**config.mk**
```make
export PLATFORM = sky130hd
export DESIGN_NAME = gcmi_ctrl
export DESIGN_NICKNAME = d
export VERILOG_FILES = /design/src/hdl/gcmi_pkg.sv /design/src/hdl/gcmi_ctrl.sv
export SDC_FILE = /design/constraint.sdc
export NUM_CORES = 1
export LEC_CHECK = 0
export BUFFER_PORTS_ARGS = -buffer_cell sky130_fd_sc_hd__buf_2
export CAP_MARGIN = 20
export CORE_UTILIZATION = 45
export DETAILED_ROUTE_END_ITERATION = 7
export PLACE_DENSITY = 0.72
export SETUP_SLACK_MARGIN = 0.2
export SYNTH_ARGS = -nofsm -noshare
export SYNTH_HDL_FRONTEND = slang
export SYNTH_SLANG_ARGS = --single-unit
```
**constraint.sdc**
```tcl
create_clock -name clk -period 4.5 [get_ports clk]
set_clock_uncertainty 0.2 [all_clocks]
set_input_delay 0.675 -clock clk [delete_from_list [all_inputs] [get_ports clk]]
set_output_delay 0.675 -clock clk [all_outputs]
set_load 0.05 [all_outputs]
```
**src/hdl/gcmi_pkg.sv**
```systemverilog
`default_nettype none
package gcmi_pkg;

  localparam int GRID_X = 64;
  localparam int GRID_Y = 64;
  localparam int GRID_Z = 64;
  localparam int DEPTH  = GRID_X * GRID_Y * GRID_Z;
  localparam int ADDR_W = $clog2(DEPTH);

  localparam int DATA_W = 32;
  localparam int IDX_W  = 6;
  localparam int POS_W  = 24;
  localparam int FRAC_W = 12;
  localparam int DIST_W = 31;
  localparam int CELL_W = 7;
  localparam int CFG_AW = 5;

  // register indexes (word address)
  localparam logic [2:0] REG_KIND    = 3'd0;
  localparam logic [2:0] REG_LEVEL   = 3'd1;
  localparam logic [2:0] REG_STAGGER = 3'd2;
  localparam logic [2:0] REG_CELLS_X = 3'd3;
  localparam logic [2:0] REG_CELLS_Y = 3'd4;
  localparam logic [2:0] REG_CELLS_Z = 3'd5;

  // staggering codes
  localparam logic [2:0] STG_CENTER = 3'd0;
  localparam logic [2:0] STG_XFACE  = 3'd1;
  localparam logic [2:0] STG_YFACE  = 3'd2;
  localparam logic [2:0] STG_ZFACE  = 3'd3;
  localparam logic [2:0] STG_CORNER = 3'd4;

  localparam logic MODE_WRITE   = 1'b0;
  localparam logic MODE_CORRECT = 1'b1;

  localparam logic KIND_DIRICHLET = 1'b0;
  localparam logic KIND_NEUMANN   = 1'b1;

  typedef enum logic [2:0] {
    ST_IDLE, ST_WRS, ST_IDX, ST_READ, ST_LERP, ST_FIN, ST_DONE
  } state_t;

  typedef struct packed {
    logic                     kind;
    logic signed [DATA_W-1:0] level;
    logic [2:0]               stagger;
    logic [CELL_W-1:0]        cells_x;
    logic [CELL_W-1:0]        cells_y;
    logic [CELL_W-1:0]        cells_z;
  } cfg_t;

  typedef struct packed {
    logic       latch;
    logic       wr_sample;
    logic       calc_idx;
    logic       rd_issue;
    logic [2:0] corner;
    logic       capture;
    logic       lerp_en;
    logic [2:0] step;
    logic       final_en;
    logic       wr_ghost;
    logic       push_out;
  } cmd_t;

endpackage
`default_nettype wire

```
**src/hdl/gcmi_ctrl.sv**
```systemverilog
`default_nettype none
module gcmi_ctrl (
  input  wire logic       clk,
  input  wire logic       rst_n,
  input  wire logic       in_valid,
  input  wire logic       in_mode,
  output logic            in_ready,
  output logic            out_valid,
  input  wire logic       out_ready,
  output gcmi_pkg::cmd_t  cmd
);
  import gcmi_pkg::*;

  state_t     state_r, state_nxt;
  logic [3:0] cnt_r, cnt_nxt;
  logic       out_valid_r, out_valid_nxt;

  assign out_valid = out_valid_r;

  always_comb begin
    state_nxt = state_r;
    cnt_nxt   = cnt_r;
    cmd       = '0;
    in_ready  = 1'b0;
    unique case (state_r)
      ST_IDLE: begin
        in_ready = 1'b1;
        if (in_valid) begin
          cmd.latch = 1'b1;
          state_nxt = (in_mode == MODE_CORRECT) ? ST_IDX : ST_WRS;
        end
      end
      ST_WRS: begin
        cmd.wr_sample = 1'b1;
        state_nxt     = ST_IDLE;
      end
      ST_IDX: begin
        cmd.calc_idx = 1'b1;
        cnt_nxt      = '0;
        state_nxt    = ST_READ;
      end
      ST_READ: begin
        // issue eight corner reads, capture each read result in the next cycle
        cmd.rd_issue = !cnt_r[3];
        cmd.corner   = cnt_r[2:0];
        cmd.capture  = (cnt_r != 4'd0);
        if (cnt_r == 4'd8) begin
          cnt_nxt   = '0;
          state_nxt = ST_LERP;
        end else begin
          cnt_nxt = cnt_r + 4'd1;
        end
      end
      ST_LERP: begin
        cmd.lerp_en = 1'b1;
        cmd.step    = cnt_r[2:0];
        if (cnt_r == 4'd6) begin
          cnt_nxt   = '0;
          state_nxt = ST_FIN;
        end else begin
          cnt_nxt = cnt_r + 4'd1;
        end
      end
      ST_FIN: begin
        cmd.final_en = 1'b1;
        state_nxt    = ST_DONE;
      end
      ST_DONE: begin
        // hold until the output register is free
        if (!out_valid_r || out_ready) begin
          cmd.wr_ghost = 1'b1;
          cmd.push_out = 1'b1;
          state_nxt    = ST_IDLE;
        end
      end
      default: state_nxt = ST_IDLE;
    endcase
  end

  always_comb begin
    if (cmd.push_out) begin
      out_valid_nxt = 1'b1;
    end else if (out_ready) begin
      out_valid_nxt = 1'b0;
    end else begin
      out_valid_nxt = out_valid_r;
    end
  end

  always_ff @(posedge clk) begin
    if (!rst_n) begin
      state_r     <= ST_IDLE;
      cnt_r       <= '0;
      out_valid_r <= 1'b0;
    end else begin
      state_r     <= state_nxt;
      cnt_r       <= cnt_nxt;
      out_valid_r <= out_valid_nxt;
    end
  end
endmodule
`default_nettype wire

```
==> summary.txt <==
DP Cell Count -> 116
hold buffers post-CTS -> 0
DR DRC count -> 0
Num Clock Sinks -> 8
Final Critical Period -> 2.54 ns
Post-Synthesis Cell Area -> 666 um^2
largest net degree at the start of global routing -> 16
Synth Net Count -> 96
ANT cells -> 0
max_cap viols -> 0
unique cell type count in the Yosys netlist -> 33
Fin. Hold Viols -> 0
filler cell count -> 129
worst setup path class -> flip-flop to output port
Leak -> 0.000351 uW
Worst-Skew Late Latency -> 0.25 ns
max incr delay on CP -> 0.59 ns
crit path DAT -> 1.66 ns
Yosys reg bits -> 8
number of synthesized flops with an enable pin -> 0
Seq/Total Area, Yosys -> 24.1%
Die Y -> 40.5 um
max_slew headroom -> 68.6%
vias in the first global route -> 475
Via density -> 5.31
post-synth top area share -> 24.1%
Area growth syn-to-layout -> 17.5%
Die W -> 40.5 um
Hold Path Class -> flip-flop to flip-flop
IO buf count -> 21
YS warnings -> 0
CP cell instances -> nor3b_4, and2_1, buf_2
R2R depth -> 4
Core Footprint -> 1330 um^2
WL/cell -> 12.0 um
CTS tree -> done
status -> finished clean
nets -> 116
Max Slew Vio Count -> 0
top_reg_cell synth -> dfxtp_1
Setup Viol. Count Final -> 0
worst r2r src -> state_r[2]
Worst-Margin Slew -> 0.471 ns
unrepaired setup endpoints after global routing -> false
clk root buf -> clkbuf_4
FF-to-FF setup slack -> 2.38 ns
clock slew seen by the registers of the worst setup and hold paths -> 0.06 ns
final period utilization -> 56.4%
hold_sp -> cnt_r[0]
CP startpoint kind -> flip-flop
CP endpoint kind -> output port
achievable frequency -> 394 MHz
first-pass GRT wire length -> 2.15 mm
Starting DRT DRC Count -> 11
crit-path max FO -> 15
Cells after Synth -> 86
DP HPWL -> 1.09 mm
Required @ worst endpoint -> 3.62 ns
TritonCTS Buffers -> 3
grt ovf -> 0
CP max stage cell -> dfxtp_1
DIE AREA -> 1640 um^2
final setup TNS -> 0 ns
Util after Layout -> 58.6%
All-Layer GR Usage -> 19.6%
top post-synthesis cells by area -> dfxtp_1 (24%), ha_1 (9.4%), and2_1 (5.6%)
Hold Path End -> cnt_r[0]
H-tree levels -> 1
GPL Wtd Cong -> 0.761
RR Endpoint -> cnt_r[2]
1st-pass router iterations -> 3
asr flop ratio synth -> 0%
Top Ports -> 22
syn avg cell area -> 7.74 um^2
Rows -> 13
initial antenna violation count -> 0
Initial Util -> 49.9%
setup repair bufs after CTS -> 0
via count of the routed design -> 632
most frequent cells after synthesis -> dfxtp_1 (8), nor2_1 (8), and2_1 (6), inv_1 (6), nand2_1 (6)
DRT Wirelength -> 1.43 mm
Max IR drop VDD -> 0.152 mV
share of cells above drive strength 1 -> 26.0%
PwrDens -> 241 nW/um^2
hold_ws -> 0.321 ns
clk buf depth -> 2
fin cells -> 119
area leader, netlist -> dfxtp_1
Hold Crit Depth -> 2
PostCTS Resize Cnt -> 0
Antenna Nets Post-Route -> 0
==> state kept, by name (all words and copies together), names as in the netlist <==
register / count
cnt_r: 4
out_valid: 1
state_r: 3
==> cells by family (layout without fill, tap and decap cells) <==
group,count (synthesis),in the layout,synth area share (%)
flops,8,8,24.1
compound gates,18,18,19.4
buf+inv,12,30,7.89
mux,2,2,3.01
simple gates,41,41,36.3
fa+ha+maj,5,5,9.40
==> stage by stage <==
step                      power [uW]  cell area, um^2  worst slack, ns
after floorplan                  124              666             1.38
after global placement           134              759             2.27
after detailed placement         136              759             2.22
after CTS                        191              782             1.94
after global routing             200              782             1.81
final                            189              782             1.96
==> power by group <==
part,internal [uW],total (uW),switching [uW]
combinational,17.1,53.2,36.2
sequential,73.1,80.9,7.80
clock,30.5,54.4,23.9
total,121,189,67.9
==> per-layer routing <==
metal	share of wire [%]	global-route usage, %	up-vias	wire length (um)
met5	0	0	-	0
met4	1.3	10.0	0	19
met3	2.8	1.67	2	40
met2	44	28.6	14	624
met1	52	28.2	274	741
li1	-	-	342	-
==> layout make-up <==
cell class / instances / area (um^2) / area share [%]
inverter: 6 / 22.5 / 2.88
clock buffer: 3 / 22.5 / 2.88
multi-input combinational: 66 / 453 / 57.9
sequential: 8 / 160 / 20.5
tap: 15 / 18.8 / 2.40
timing repair buffer: 21 / 105 / 13.4
==> layout by cell type (no fill, tap or decap), types with 3 or more instances in the layout <==
cell type and instances:
nand2b_1 3, buf_2 21, nor2_1 8, inv_1 6
ha_1 5, clkbuf_4 3, dfxtp_1 8, nor3_1 4
nand3b_1 3, nand2_1 6, o21ai_0 4, and2_1 6
==> critical path, delay by kind of cell, from the launching register on <==
| kind | cells | cell delay, ns |
|---|---|---|
| flip-flops | 1 | 0.59 |
| buffers and inverters | 1 | 0.25 |
| AND/OR/NAND/NOR | 2 | 0.57 |
==> worst max path at each step <==
stage	from	to	slack [ns]	depth (start not counted)
after floorplan	state_r[1]	cmd[14]	1.38	3
after global placement	state_r[2]	cmd[5]	2.27	3
after detailed placement	state_r[2]	cmd[3]	2.22	3
after CTS	state_r[2]	cmd[3]	1.94	3
after global routing	state_r[2]	cmd[5]	1.81	3
final	state_r[2]	cmd[3]	1.96	3
Note: power is estimated with default switching activity, not from simulation.
