<file path="config.mk">
export PLATFORM = sky130hd
export DESIGN_NAME = gcmi_cfg
export DESIGN_NICKNAME = d
export VERILOG_FILES = /design/src/hdl/gcmi_pkg.sv /design/src/hdl/gcmi_cfg.sv
export SDC_FILE = /design/constraint.sdc
export NUM_CORES = 1
export LEC_CHECK = 0
export BUFFER_PORTS_ARGS = -buffer_cell sky130_fd_sc_hd__buf_4
export CORE_ASPECT_RATIO = 0.75
export CORE_MARGIN = 3
export CORE_UTILIZATION = 35
export DETAILED_ROUTE_END_ITERATION = 8
export GPL_ROUTABILITY_DRIVEN = 1
export GPL_TIMING_DRIVEN = 1
export SYNTH_ARGS = -nofsm -noshare
export SYNTH_HDL_FRONTEND = slang
export SYNTH_SLANG_ARGS = --single-unit
export TNS_END_PERCENT = 30
</file>
<file path="constraint.sdc">
create_clock -name clk -period 2.95 [get_ports clk]
set_input_delay 0.1475 -clock clk [delete_from_list [all_inputs] [get_ports clk]]
set_output_delay 0.1475 -clock clk [all_outputs]
set_load 0.01 [all_outputs]
</file>
<file path="src/hdl/gcmi_pkg.sv">
`default_nettype none
package gcmi_pkg;

  localparam int GRID_X = 64;
  localparam int GRID_Y = 64;
  localparam int GRID_Z = 64;
  localparam int DEPTH  = GRID_X * GRID_Y * GRID_Z;
  localparam int ADDR_W = $clog2(DEPTH);

  localparam int DATA_W = 32;
  localparam int IDX_W  = 6;
  localparam int POS_W  = 24;
  localparam int FRAC_W = 12;
  localparam int DIST_W = 31;
  localparam int CELL_W = 7;
  localparam int CFG_AW = 5;

  // register indexes (word address)
  localparam logic [2:0] REG_KIND    = 3'd0;
  localparam logic [2:0] REG_LEVEL   = 3'd1;
  localparam logic [2:0] REG_STAGGER = 3'd2;
  localparam logic [2:0] REG_CELLS_X = 3'd3;
  localparam logic [2:0] REG_CELLS_Y = 3'd4;
  localparam logic [2:0] REG_CELLS_Z = 3'd5;

  // staggering codes
  localparam logic [2:0] STG_CENTER = 3'd0;
  localparam logic [2:0] STG_XFACE  = 3'd1;
  localparam logic [2:0] STG_YFACE  = 3'd2;
  localparam logic [2:0] STG_ZFACE  = 3'd3;
  localparam logic [2:0] STG_CORNER = 3'd4;

  localparam logic MODE_WRITE   = 1'b0;
  localparam logic MODE_CORRECT = 1'b1;

  localparam logic KIND_DIRICHLET = 1'b0;
  localparam logic KIND_NEUMANN   = 1'b1;

  typedef enum logic [2:0] {
    ST_IDLE, ST_WRS, ST_IDX, ST_READ, ST_LERP, ST_FIN, ST_DONE
  } state_t;

  typedef struct packed {
    logic                     kind;
    logic signed [DATA_W-1:0] level;
    logic [2:0]               stagger;
    logic [CELL_W-1:0]        cells_x;
    logic [CELL_W-1:0]        cells_y;
    logic [CELL_W-1:0]        cells_z;
  } cfg_t;

  typedef struct packed {
    logic       latch;
    logic       wr_sample;
    logic       calc_idx;
    logic       rd_issue;
    logic [2:0] corner;
    logic       capture;
    logic       lerp_en;
    logic [2:0] step;
    logic       final_en;
    logic       wr_ghost;
    logic       push_out;
  } cmd_t;

endpackage
`default_nettype wire

</file>
<file path="src/hdl/gcmi_cfg.sv">
`default_nettype none
module gcmi_cfg (
  input  wire logic                  clk,
  input  wire logic                  rst_n,
  input  wire logic                  psel,
  input  wire logic                  penable,
  input  wire logic                  pwrite,
  input  wire logic [gcmi_pkg::CFG_AW-1:0] paddr,
  input  wire logic [31:0]           pwdata,
  output logic      [31:0]           prdata,
  output logic                       pready,
  output gcmi_pkg::cfg_t             cfg
);
  import gcmi_pkg::*;

  cfg_t       cfg_r, cfg_nxt;
  logic [2:0] widx;

  assign widx   = paddr[CFG_AW-1:2];
  assign pready = 1'b1;
  assign cfg    = cfg_r;

  always_comb begin
    cfg_nxt = cfg_r;
    if (psel && penable && pwrite) begin
      unique case (widx)
        REG_KIND:    cfg_nxt.kind    = pwdata[0];
        REG_LEVEL:   cfg_nxt.level   = pwdata;
        REG_STAGGER: cfg_nxt.stagger = pwdata[2:0];
        REG_CELLS_X: cfg_nxt.cells_x = pwdata[CELL_W-1:0];
        REG_CELLS_Y: cfg_nxt.cells_y = pwdata[CELL_W-1:0];
        REG_CELLS_Z: cfg_nxt.cells_z = pwdata[CELL_W-1:0];
        default:     cfg_nxt = cfg_r;
      endcase
    end
  end

  always_comb begin
    unique case (widx)
      REG_KIND:    prdata = {31'd0, cfg_r.kind};
      REG_LEVEL:   prdata = cfg_r.level;
      REG_STAGGER: prdata = {29'd0, cfg_r.stagger};
      REG_CELLS_X: prdata = {{(32-CELL_W){1'b0}}, cfg_r.cells_x};
      REG_CELLS_Y: prdata = {{(32-CELL_W){1'b0}}, cfg_r.cells_y};
      REG_CELLS_Z: prdata = {{(32-CELL_W){1'b0}}, cfg_r.cells_z};
      default:     prdata = 32'd0;
    endcase
  end

  always_ff @(posedge clk) begin
    if (!rst_n) begin
      cfg_r.kind    <= KIND_DIRICHLET;
      cfg_r.level   <= '0;
      cfg_r.stagger <= STG_CENTER;
      cfg_r.cells_x <= CELL_W'(64);
      cfg_r.cells_y <= CELL_W'(64);
      cfg_r.cells_z <= CELL_W'(64);
    end else begin
      cfg_r <= cfg_nxt;
    end
  end
endmodule
`default_nettype wire

</file>
==> results of run 1 <==
==> power by group through the flow <==
stage,Sequential [mW],Combinational [mW],Clock [mW]
5_1_grt,0.780,0.158,0.833
4_1_cts,0.780,0.146,0.798
3_5_place_dp,0.797,0.146,0
6_report,0.780,0.144,0.771
2_1_floorplan,0.799,0.0771,0
3_3_place_gp,0.797,0.144,0
==> routing by layer <==
layer,share of wire,vias to the layer above,track usage,wire length (um)
met1,0.44,1083,0.204,3300
met5,0,-,0,0
li1,-,1203,-,-
met4,0.0052,0,0.0567,39
met3,0.069,2,0.0552,510
met2,0.48,68,0.296,3600
==> cell type report <==
type | count | area (um2)
Clock buffer | 13 | 179
Inverter | 1 | 3.75
Timing Repair Buffer | 131 | 983
Multi-Input combinational cell | 210 | 1440
Clock inverter | 2 | 35.0
Sequential cell | 57 | 1140
Fill cell | 713 | 3560
Tap cell | 101 | 126
==> worst paths after layout <==
check / start / end / slack [ps]
worst max register to register: cfg[56]$_SDFFE_PN0P_ / cfg[56]$_SDFFE_PN0P_ / 2270
worst min register to register: cfg[48]$_SDFFE_PN0P_ / cfg[48]$_SDFFE_PN0P_ / 470
worst min-delay path: pwdata[9] / cfg[33]$_SDFFE_PN0P_ / 70
worst max-delay path: paddr[2] / prdata[27] / 1190
==> cell usage after synthesis <==
master | instances | share of area
and2_1 | 25 | 0.057
clkbuf_2 | 2 | 0.0036
nor3_2 | 1 | 0.0036
clkbuf_1 | 8 | 0.011
nor3b_2 | 1 | 0.0046
nor2_8 | 1 | 0.0073
o311ai_0 | 1 | 0.0032
nor2_4 | 3 | 0.012
nand2b_1 | 2 | 0.0046
nand4_1 | 1 | 0.0023
buf_12 | 3 | 0.022
mux2i_1 | 67 | 0.24
nand2_1 | 86 | 0.12
buf_2 | 4 | 0.0073
conb_1 | 1 | 0.0014
buf_6 | 1 | 0.0041
inv_1 | 1 | 0.0014
o41ai_1 | 1 | 0.0032
buf_4 | 4 | 0.011
o22ai_1 | 5 | 0.011
dfxtp_1 | 57 | 0.42
mux4_2 | 1 | 0.0082
o21a_1 | 2 | 0.0055
nor2b_1 | 5 | 0.011
mux2_2 | 2 | 0.0082
nor2_1 | 2 | 0.0027
a221oi_1 | 2 | 0.0064
nand4b_4 | 1 | 0.0087
==> per-stage QoR <==
stage               power (mW)  std cells  instance area [um2]
finish                    1.70        515                 3910
global route              1.77        515                 3910
CTS                       1.72        515                 3910
detailed placement       0.943        500                 3690
global placement         0.941        500                 3690
floorplan                0.876        290                 2740
==> logic make-up after synthesis <==
family | Yosys count | share of synthesized area
multiplexers | 70 | 0.261
AND/OR/NAND/NOR | 128 | 0.232
flip-flops | 57 | 0.416
other | 1 | 0.00137
buffers and inverters | 23 | 0.0602
AO/OA/AOI/OAI | 11 | 0.0296
==> critical path: stages <==
cell	delay, ps
buf_4	240
nand2b_1	390
nor2_4	500
and2_1	200
buf_4	120
==> summary.md, run 1 <==
| Metric | Value |
|---|---|
| Status | finished clean |
| Final Wtd Congestion | 0.749 |
| CTS tree | built |
| Pins over their slew limit | 0 |
| CTS sink cnt | 57 |
| Overall Global Routing Usage | 0.171 |
| Area grow syn2layout | 42.4% |
| Yosys warning count | 0 |
| Vias in the first global route | 2266 |
| Diode count | 0 |
| Drt total wl | 7450 um |
| Dpl ws | 1070 ps |
| Lkg Pwr | 1.71 nW |
| Setup CP Type | input port to output pin |
| Vias per inst | 4.57 |
| Final worst-path cycle share | 0.595 |
| Peak Freq | 0.570 GHz |
| Clock buffer count from CTS | 9 |
| Postcts setup bufs | 0 |
| Clock power share | 0.455 |
| #FFs+latches synth | 57 |
| Worst hold stages | 3 |
| Mapped Nets | 332 |
| Area of the die | 8950 um2 |
| Drt wl/cell | 14.5 um |
| WHS | 74.6 ps |
| Synth cell types | 28 |
| Skew-Pair Late Insertion Delay | 320 ps |
| Hold/Removal Path Class | input port to flip-flop |
| Crit end category | output pin |
| Gate Count Post-Synth | 290 |
| Final setup margin | 1190 ps |
| Flop pwr share | 0.460 |
| Switching part of the total | 0.221 |
| # H-tree levels | 3 |
| IO Port Bufs | 128 |
| Peak supply drop | 0.216 mV |
| DP Wirelength | 5480 um |
| Share of layout cells above drive strength 1 | 0.377 |
| Cell Area, Synth | 2740 um2 |
| Crit path DAT | 1610 ps |
| Antenna violations before repair | 0 |
| Largest register FFs | 57 |
| Psw | 0.375 mW |
| Die height | 82.7 um |
| Sequential share of the synthesized area | 0.416 |
| DR pass1 iterations | 4 |
| Final Net Count | 452 |
| Wire length of the first global-routing pass | 11600 um |
| Maxcap violations | 0 |
| Syn avg cell area | 9.46 um2 |
| CORE AREA | 7470 um2 |
| Worst setup SP type | input port |
| Antenna Violating Nets Remaining | 0 |
| Post-route setup TNS | 0 ps |
| Hold_buf cts | 0 |
| Tmin final | 1760 ps |
| Most frequent cells in the layout | buf_4 (131), nand2_1 (86), mux2i_1 (67), dfxtp_1 (57), and2_1 (25) |
| Combinational power share | 0.085 |
| RSZ-0062 raised after global routing | no |
| CTS Root Cell | clkbuf_8 |
| Commonest non-fill, non-tap cell in the layout | buf_4 |
| Clock tree buffer depth | 2 |
| Req. time, crit path | 2800 ps |
| Int Power | 1.32 mW |
| Vias post-DR | 2356 |
| Initial Util | 0.368 |
| # DRC | 0 |
| Max Fanout on Critical Path | 25 |
| Resized cells post-CTS | 0 |
| Largest net degree at the start of global routing | 41 |
| Power Dens Cells | 434 nW/um2 |
| Cell row count | 27 |
| Worst Clk Skew | 0 ps |
| Final Hold Viols | 0 |
| Worst-margin pin slew | 858 ps |
| Relative slew slack | 0.425 |
| Starting DRC count in detailed routing | 86 |
| Die width | 108 um |
| # setup viols final | 0 |
| Reg clk slew, reported paths | 60 ps |
| I/O pins | 132 |
| Overflow after GRT | 0 |
| R2R depth | 2 |
| Post-layout util | 0.523 |
(Power assumes the default switching activity.)
==> run 2: changes to the inputs <==
--- a/config.mk
+++ b/config.mk
@@ -5,6 +5,7 @@
 export SDC_FILE = /design/constraint.sdc
 export NUM_CORES = 1
 export LEC_CHECK = 0
+export ABC_AREA = 1
 export BUFFER_PORTS_ARGS = -buffer_cell sky130_fd_sc_hd__buf_4
 export CORE_ASPECT_RATIO = 0.75
 export CORE_MARGIN = 3
@@ -12,6 +13,7 @@
 export DETAILED_ROUTE_END_ITERATION = 8
 export GPL_ROUTABILITY_DRIVEN = 1
 export GPL_TIMING_DRIVEN = 1
+export PLACE_DENSITY = 0.65
 export SYNTH_ARGS = -nofsm -noshare
 export SYNTH_HDL_FRONTEND = slang
 export SYNTH_SLANG_ARGS = --single-unit
==> constraint.sdc (replaced) <==
create_clock -name clk -period 1.6 [get_ports clk]
set_input_delay 0.08 -clock clk [delete_from_list [all_inputs] [get_ports clk]]
set_output_delay 0.08 -clock clk [all_outputs]
set_load 0.01 [all_outputs]
==> run 2 against run 1 <==
Net effect: die area increased by 3.8%; clock power increased by 75%; worst setup slack got worse by 910 ps; largest cell class unchanged; critical path depth rose by 2; power is 85% higher; clock skew did not move; worst hold slack got worse by 15 ps; non-clock buffer count grew 8.
==> summary.md, run 2 <==
| Metric | Value |
|---|---|
| CTS Root Cell | clkbuf_8 (unchanged) |
| Overall Global Routing Usage | 0.188 (was 0.171) |
| Post-route setup TNS | 0 ps (unchanged) |
| Fin cells | 694 (was 515) |
| CP bufs+invs | 3 (was 2) |
| Combinational power share | 0.110 (was 0.085) |
| Post-layout util | 0.537 (was 0.523) |
| Area contributors post-synth | dfxtp_1 (40%), nor2_1 (19%), nand2_1 (12%), nand3_1 (8.9%), inv_1 (7.8%) (was dfxtp_1 (42%), mux2i_1 (24%), nand2_1 (12%), and2_1 (5.7%), buf_12 (2.2%)) |
| Clock tree buffer depth | 2 (unchanged) |
| Synth cell types | 17 (was 28) |
| Largest net degree at the start of global routing | 58 (was 41) |
| Starting DRC count in detailed routing | 150 (was 86) |
| Post-synth EDFFs | 0 (unchanged) |
| Slowest cell on the critical path | nor2_2 (was nor2_4) |
| Drt wl/cell | 12.6 um (was 14.5 um) |
| Async SR Flop Fraction | 0 (unchanged) |
| Top delay family on crit path | simple AND/OR/NAND/NOR gates (unchanged) |
| Switching part of the total | 0.256 (was 0.221) |
| Flop pwr share | 0.462 (was 0.460) |
| Largest register FFs | 57 (unchanged) |
| Commonest non-fill, non-tap cell in the layout | nor2_1 (was buf_4) |
| Skew-Pair Late Insertion Delay | 330 ps (was 320 ps) |
| Die height | 84.2 um (was 82.7 um) |
| Worst path cell trace | buf_4, inv_2, nand2_1, nor2_2, nand2_1, nand4_1, buf_4 (was buf_4, nand2b_1, nor2_4, and2_1, buf_4) |
| Sequential share of the synthesized area | 0.400 (was 0.416) |
| Multi-input gate area | 1360 um2 (was 1440 um2) |
| Final Net Count | 630 (was 452) |
| Status | finished clean (unchanged) |
| Peak Freq | 0.759 GHz |
| Worst Clk Skew | 0 ps (unchanged) |
| Tmin final | 1320 ps |
| Postcts setup bufs | 0 (unchanged) |
| I/O pins | 132 (unchanged) |
| Power Dens Cells | 767 nW/um2 (was 434 nW/um2) |
| Post-synth top flop | dfxtp_1 (unchanged) |
| Final Hold Viols | 0 (unchanged) |
| Yosys warning count | 0 (unchanged) |
| Share of layout cells above drive strength 1 | 0.275 (was 0.377) |
| Diode count | 0 (unchanged) |
| Vias per inst | 4.56 (was 4.57) |
| Setup CP Type | input port to output pin (unchanged) |
| Worst setup SP type | input port (unchanged) |
| Final Wtd Congestion | 0.868 (was 0.749) |
| DR pass1 iterations | 4 (unchanged) |
| Lkg Pwr | 1.99 nW (was 1.71 nW) |
| CORE AREA | 7630 um2 (was 7470 um2) |
| # DRC | 0 (unchanged) |
| Cell row count | 27 (unchanged) |
| Clock buffer count from CTS | 9 (unchanged) |
| Antenna violations before repair | 0 (unchanged) |
| Wire length of the first global-routing pass | 14000 um (was 11600 um) |
| Antenna Violating Nets Remaining | 0 (unchanged) |
| Area of the die | 9290 um2 (was 8950 um2) |
| DP Wirelength | 6300 um (was 5480 um) |
| Vias in the first global route | 2918 (was 2266) |
| Worst-margin pin slew | 626 ps (was 858 ps) |
| RSZ-0062 raised after global routing | no (unchanged) |
| Cell Area, Synth | 2850 um2 (was 2740 um2) |
| IO Port Bufs | 128 (unchanged) |
| Reg clk slew, reported paths | 70 ps (was 60 ps) |
| Synth top cells by count | nor2_1 (141), nand2_1 (95), inv_1 (59) (was nand2_1 (86), mux2i_1 (67), dfxtp_1 (57)) |
| Dpl ws | 293 ps (was 1070 ps) |
| Worst reg-to-reg setup slack | 960 ps (was 2270 ps) |
| Pins over their slew limit | 0 (unchanged) |
| Crit end category | output pin (unchanged) |
| #FFs+latches synth | 57 (unchanged) |
| Placed Cells | 677 (was 500) |
| Max Fanout on Critical Path | 15 (was 25) |
| Peak supply drop | 0.442 mV (was 0.216 mV) |
| Initial Util | 0.374 (was 0.368) |
| Fill cells | 793 (was 713) |
| Hold_buf cts | 1 (was 0) |
| # setup viols final | 0 (unchanged) |
| Most frequent cells in the layout | nor2_1 (140), buf_4 (138), nand2_1 (95), inv_1 (59), dfxtp_1 (57) (was buf_4 (131), nand2_1 (86), mux2i_1 (67), dfxtp_1 (57), and2_1 (25)) |
| Hold/Removal Path Class | input port to flip-flop (unchanged) |
| Syn avg cell area | 6.12 um2 (was 9.46 um2) |
| Final setup margin | 282 ps (was 1190 ps) |
| Yosys top cell by area | dfxtp_1 (unchanged) |
| Area grow syn2layout | 43.7% (was 42.4%) |
| Int Power | 2.34 mW (was 1.32 mW) |
| Die width | 110 um (was 108 um) |
| Final worst-path cycle share | 0.824 |
| Resized cells post-CTS | 0 (unchanged) |
| Req. time, crit path | 1520 ps (was 2800 ps) |
| CTS tree | built (unchanged) |
| Seq. cell area | 1140 um2 (unchanged) |
| Mapped Nets | 508 (was 332) |
| Gate Count Post-Synth | 466 (was 290) |
| Vias post-DR | 3166 (was 2356) |
| Relative slew slack | 0.583 (was 0.425) |
| CTS sink cnt | 57 (unchanged) |
| Overflow after GRT | 0 (unchanged) |
| Drt total wl | 8720 um (was 7450 um) |
| Maxcap violations | 0 (unchanged) |
| Count leader, synth | nor2_1 (was nand2_1) |
| Largest stage delay on the critical path | 350 ps (was 500 ps) |
| Post-synth top area share | 0.400 (was 0.416) |
| Psw | 0.804 mW (was 0.375 mW) |
| Crit path DAT | 1240 ps (was 1610 ps) |
| Clock power share | 0.428 (was 0.455) |
| # H-tree levels | 3 (unchanged) |
-- run 2: cell types whose count changed after synthesis, moves of 5 or more --
cell and change:
and2_1 -25, nor2_1 +139, o22ai_1 -5, mux2i_1 -67, nand2_1 +9, nand4_1 +19, inv_1 +58, nor2b_1 -5
clkbuf_1 +10, nand3_1 +51
-- run 2: power groups by stage --
| stage | clock network [mW] | registers (mW) | logic (mW) |
|---|---|---|---|
| floorplan | 0 | 1.49 | 0.178 |
| CTS | 1.39 | 1.45 | 0.347 |
| detailed placement | 0 | 1.48 | 0.344 |
| finish | 1.35 | 1.45 | 0.346 |
| global placement | 0 | 1.48 | 0.339 |
| global route | 1.46 | 1.45 | 0.388 |
-- run 2: per-layer routing --
layer,vias to the layer above,routed length [um],GRT usage
met3,9,823,0.0715
met5,-,0,0
met4,0,53,0.0336
met1,1384,4040,0.249
li1,1662,-,-
met2,111,3800,0.295
-- run 2: area by class of cell --
cell class                      instances  share of cell area
Clock inverter                          5              0.0134
Multi-Input combinational cell        319               0.331
Inverter                               62              0.0568
Tap cell                              101              0.0308
Timing Repair Buffer                  139               0.255
Sequential cell                        57               0.278
Clock buffer                           11              0.0345
-- run 2: final timing paths --
kind                                             end                  from  depth (start not counted)
worst max register to register   cfg[4]$_SDFFE_PN0P_   cfg[4]$_SDFFE_PN0P_                          2
worst min register to register  cfg[45]$_SDFFE_PN0P_  cfg[45]$_SDFFE_PN0P_                          2
worst min-delay path            cfg[40]$_SDFFE_PN0P_            pwdata[16]                          5
worst max-delay path                       prdata[4]              paddr[3]                          7
-- run 2: cells by family (layout without fill, tap and decap cells) --
group / after synthesis / count (layout) / share of synthesized area
flip-flops: 57 / 57 / 0.400
AO/OA/AOI/OAI: 4 / 4 / 0.00701
AND/OR/NAND/NOR: 314 / 314 / 0.465
buffers and inverters: 90 / 217 / 0.127
other: 1 / 1 / 0.00131
-- run 2: worst reg2reg max path: cells and delay by family (launching register included) --
family / cells / cell delay, ps
flip-flops: 1 / 410
AND/OR/NAND/NOR: 2 / 170
-- run 2: per-stage QoR --
| step | power (mW) | hold WS (ps) | area (um2) |
|---|---|---|---|
| 2_1_floorplan | 1.67 | 206 | 2850 |
| 3_3_place_gp | 1.82 | 330 | 3890 |
| 3_5_place_dp | 1.83 | 337 | 3890 |
| 4_1_cts | 3.19 | 48.4 | 4100 |
| 5_1_grt | 3.30 | 71.2 | 4100 |
| 6_report | 3.14 | 59.2 | 4100 |
==> run 3: changes to the inputs <==
--- a/config.mk
+++ b/config.mk
@@ -13,7 +13,6 @@
 export DETAILED_ROUTE_END_ITERATION = 8
 export GPL_ROUTABILITY_DRIVEN = 1
 export GPL_TIMING_DRIVEN = 1
-export PLACE_DENSITY = 0.65
 export SYNTH_ARGS = -nofsm -noshare
 export SYNTH_HDL_FRONTEND = slang
 export SYNTH_SLANG_ARGS = --single-unit
==> constraint.sdc (replaced) <==
create_clock -name clk -period 1.3 [get_ports clk]
set_input_delay 0.065 -clock clk [delete_from_list [all_inputs] [get_ports clk]]
set_output_delay 0.065 -clock clk [all_outputs]
set_load 0.01 [all_outputs]
==> run 3 against run 2 <==
Net effect: sequential power up 23%; core utilization up 1.5 points; first-iteration DRC count down 49%; register-to-register slack got worse by 290 ps; worst hold slack worse by 17 ps; power grew 26%; via count barely moved; cell count rose by 1.3%; clock-buffer cell count grew 3; global-route usage decreased by 0.96 points; flip-flop and latch count unchanged.
==> summary.md, run 3 (same netlist as run 2, synthesis figures left out) <==
| Metric | Value |
|---|---|
| Vias in the first global route | 2759 (was 2918) |
| Status | finished clean (unchanged) |
| Final setup margin | 92.2 ps (was 282 ps) |
| Peak supply drop | 0.578 mV (was 0.442 mV) |
| CTS tree | built (unchanged) |
| # DRC | 0 (unchanged) |
| Worst reg-to-reg setup slack | 670 ps (was 960 ps) |
| Post-layout util | 0.552 (was 0.537) |
| Final Wtd Congestion | 0.815 (was 0.868) |
| Crit path top cell by count | nand2_1 |
| Final Total Pwr | 3.95 mW (was 3.14 mW) |
| Overflow after GRT | 0 (unchanged) |
| CTS Root Cell | clkbuf_8 (unchanged) |
| RSZ-0062 raised after global routing | no (unchanged) |
| Largest register FFs | 57 (unchanged) |
| Fin area | 4220 um2 (was 4100 um2) |
| Reg clk slew, reported paths | 60 ps (was 70 ps) |
| Area grow syn2layout | 47.8% (was 43.7%) |
| Clock buffer count from CTS | 9 (unchanged) |
| Starting DRC count in detailed routing | 77 (was 150) |
| Peak Freq | 0.828 GHz |
| Clock tree buffer depth | 2 (unchanged) |
| I/O pins | 132 (unchanged) |
| Commonest non-fill, non-tap cell in the layout | buf_4 (was nor2_1) |
| Antenna violations before repair | 0 (unchanged) |
| Crit path DAT | 1140 ps (was 1240 ps) |
| # setup viols final | 0 (unchanged) |
| Setup CP Type | flip-flop to output pin (was input port to output pin) |
| Worst path cell trace | nand3_1, nand2_1, nor2_1, nand2_1, buf_4 (was buf_4, inv_2, nand2_1, nor2_2, nand2_1, nand4_1, buf_4) |
| Largest net degree at the start of global routing | 33 (was 58) |
| Max Fanout on Critical Path | 3 (was 15) |
| Pins over their slew limit | 0 (unchanged) |
| DP Wirelength | 6330 um (was 6300 um) |
| Hold/Removal Path Class | input port to flip-flop (unchanged) |
| Antenna Violating Nets Remaining | 0 (unchanged) |
| Dpl ws | 187 ps (was 293 ps) |
| Power Dens Cells | 936 nW/um2 (was 767 nW/um2) |
| Lkg Pwr | 2.06 nW (was 1.99 nW) |
| Overall Global Routing Usage | 0.178 (was 0.188) |
| Vias per inst | 4.50 (was 4.56) |
| Final worst-path cycle share | 0.929 |
| Die width | 110 um (unchanged) |
| Skew-Pair Late Insertion Delay | 320 ps (was 330 ps) |
| CTS sink cnt | 57 (unchanged) |
| Most frequent cells in the layout | buf_4 (144), nor2_1 (140), nand2_1 (95), inv_1 (59), dfxtp_1 (56) (was nor2_1 (140), buf_4 (138), nand2_1 (95), inv_1 (59), dfxtp_1 (57)) |
| CORE AREA | 7630 um2 (unchanged) |
| Largest stage delay on the critical path | 340 ps (was 350 ps) |
| Maxcap violations | 0 (unchanged) |
| Drt total wl | 8400 um (was 8720 um) |
| Share of layout cells above drive strength 1 | 0.286 (was 0.275) |
| Tmin final | 1210 ps |
| Area of the die | 9290 um2 (unchanged) |
| Die height | 84.2 um (unchanged) |
| Final Hold Viols | 0 (unchanged) |
| Cell Area, Placed | 3990 um2 (was 3890 um2) |
| Worst setup SP type | flip-flop (was input port) |
| Post-route setup TNS | 0 ps (unchanged) |
| Slowest cell on the critical path | dfxtp_1 (was nor2_2) |
| Drt wl/cell | 12.0 um (was 12.6 um) |
| Final Net Count | 639 (was 630) |
| DR pass1 iterations | 4 (unchanged) |
| Cell row count | 27 (unchanged) |
| Req. time, crit path | 1240 ps (was 1520 ps) |
| Wire length of the first global-routing pass | 13400 um (was 14000 um) |
| Initial Util | 0.374 (unchanged) |
| Diode count | 0 (unchanged) |
| Worst Clk Skew | 0 ps (unchanged) |
| # H-tree levels | 3 (unchanged) |
| Crit end category | output pin (unchanged) |
| Vias post-DR | 3167 (was 3166) |
| IO Port Bufs | 128 (unchanged) |
-- run 3: changes by cell type in the layout (fill, tap and decap cells not counted) --
cell,delta
buf_4,+6
buf_12,+3
clkbuf_8,+2
clkinvlp_4,-2
clkbuf_1,+1
clkinv_2,-1
dfxtp_1,-1
dfxtp_2,+1
-- run 3: worst paths after layout --
path,startpoint,endpoint,depth (start not counted)
setup / recovery,cfg[56]$_SDFFE_PN0P_,prdata[0],5
hold reg to reg,cfg[36]$_SDFFE_PN0P_,cfg[36]$_SDFFE_PN0P_,2
setup reg to reg,cfg[56]$_SDFFE_PN0P_,cfg[56]$_SDFFE_PN0P_,2
hold / removal,rst_n,cfg[20]$_SDFFE_PN1P_,2
-- run 3: layout make-up --
class / instances / area (um2)
multi-input combinational: 319 / 1360
clock inverter: 2 / 35.0
inverter: 62 / 233
sequential: 57 / 1140
tap: 101 / 126
timing repair buffer: 148 / 1150
fill: 823 / 3420
clock buffer: 14 / 173
-- run 3: critical path: cells and delay by family (launching register included) --
| family | cells | cell delay (ps) |
|---|---|---|
| flops | 1 | 340 |
| simple gates | 4 | 330 |
| buf+inv | 1 | 150 |
-- run 3: what timing repair did --
item                                   in CTS  in global routing
hold buffers                                1                  0
endpoints found under the hold margin       3                  0
resized for setup                           0                  1
buffers inserted                            0                  1
setup endpoints to repair                   0                  1
-- run 3: report_power, final --
part           switching (mW)  total (mW)  internal (mW)
Clock                   0.671        1.71           1.04
Sequential             0.0185        1.79           1.77
Combinational           0.246       0.449          0.202
Total                   0.936        3.95           3.01
-- run 3: layer usage --
layer / up-vias / wire (um) / part of all wire / track usage
met5: - / 0 / 0 / 0
met4: 0 / 45 / 0.0054 / 0.0347
met3: 5 / 730 / 0.087 / 0.0600
met2: 105 / 3700 / 0.44 / 0.276
met1: 1380 / 3930 / 0.47 / 0.243
li1: 1677 / - / - / -
-- run 3: metrics by stage --
| step | hold slack (ps) | std cells |
|---|---|---|
| 3_5_place_dp | 321 | 685 |
| 5_1_grt | 31.0 | 703 |
| 4_1_cts | 28.0 | 702 |
| 6_report | 42.0 | 703 |
| 2_1_floorplan | 191 | 466 |
| 3_3_place_gp | 316 | 685 |
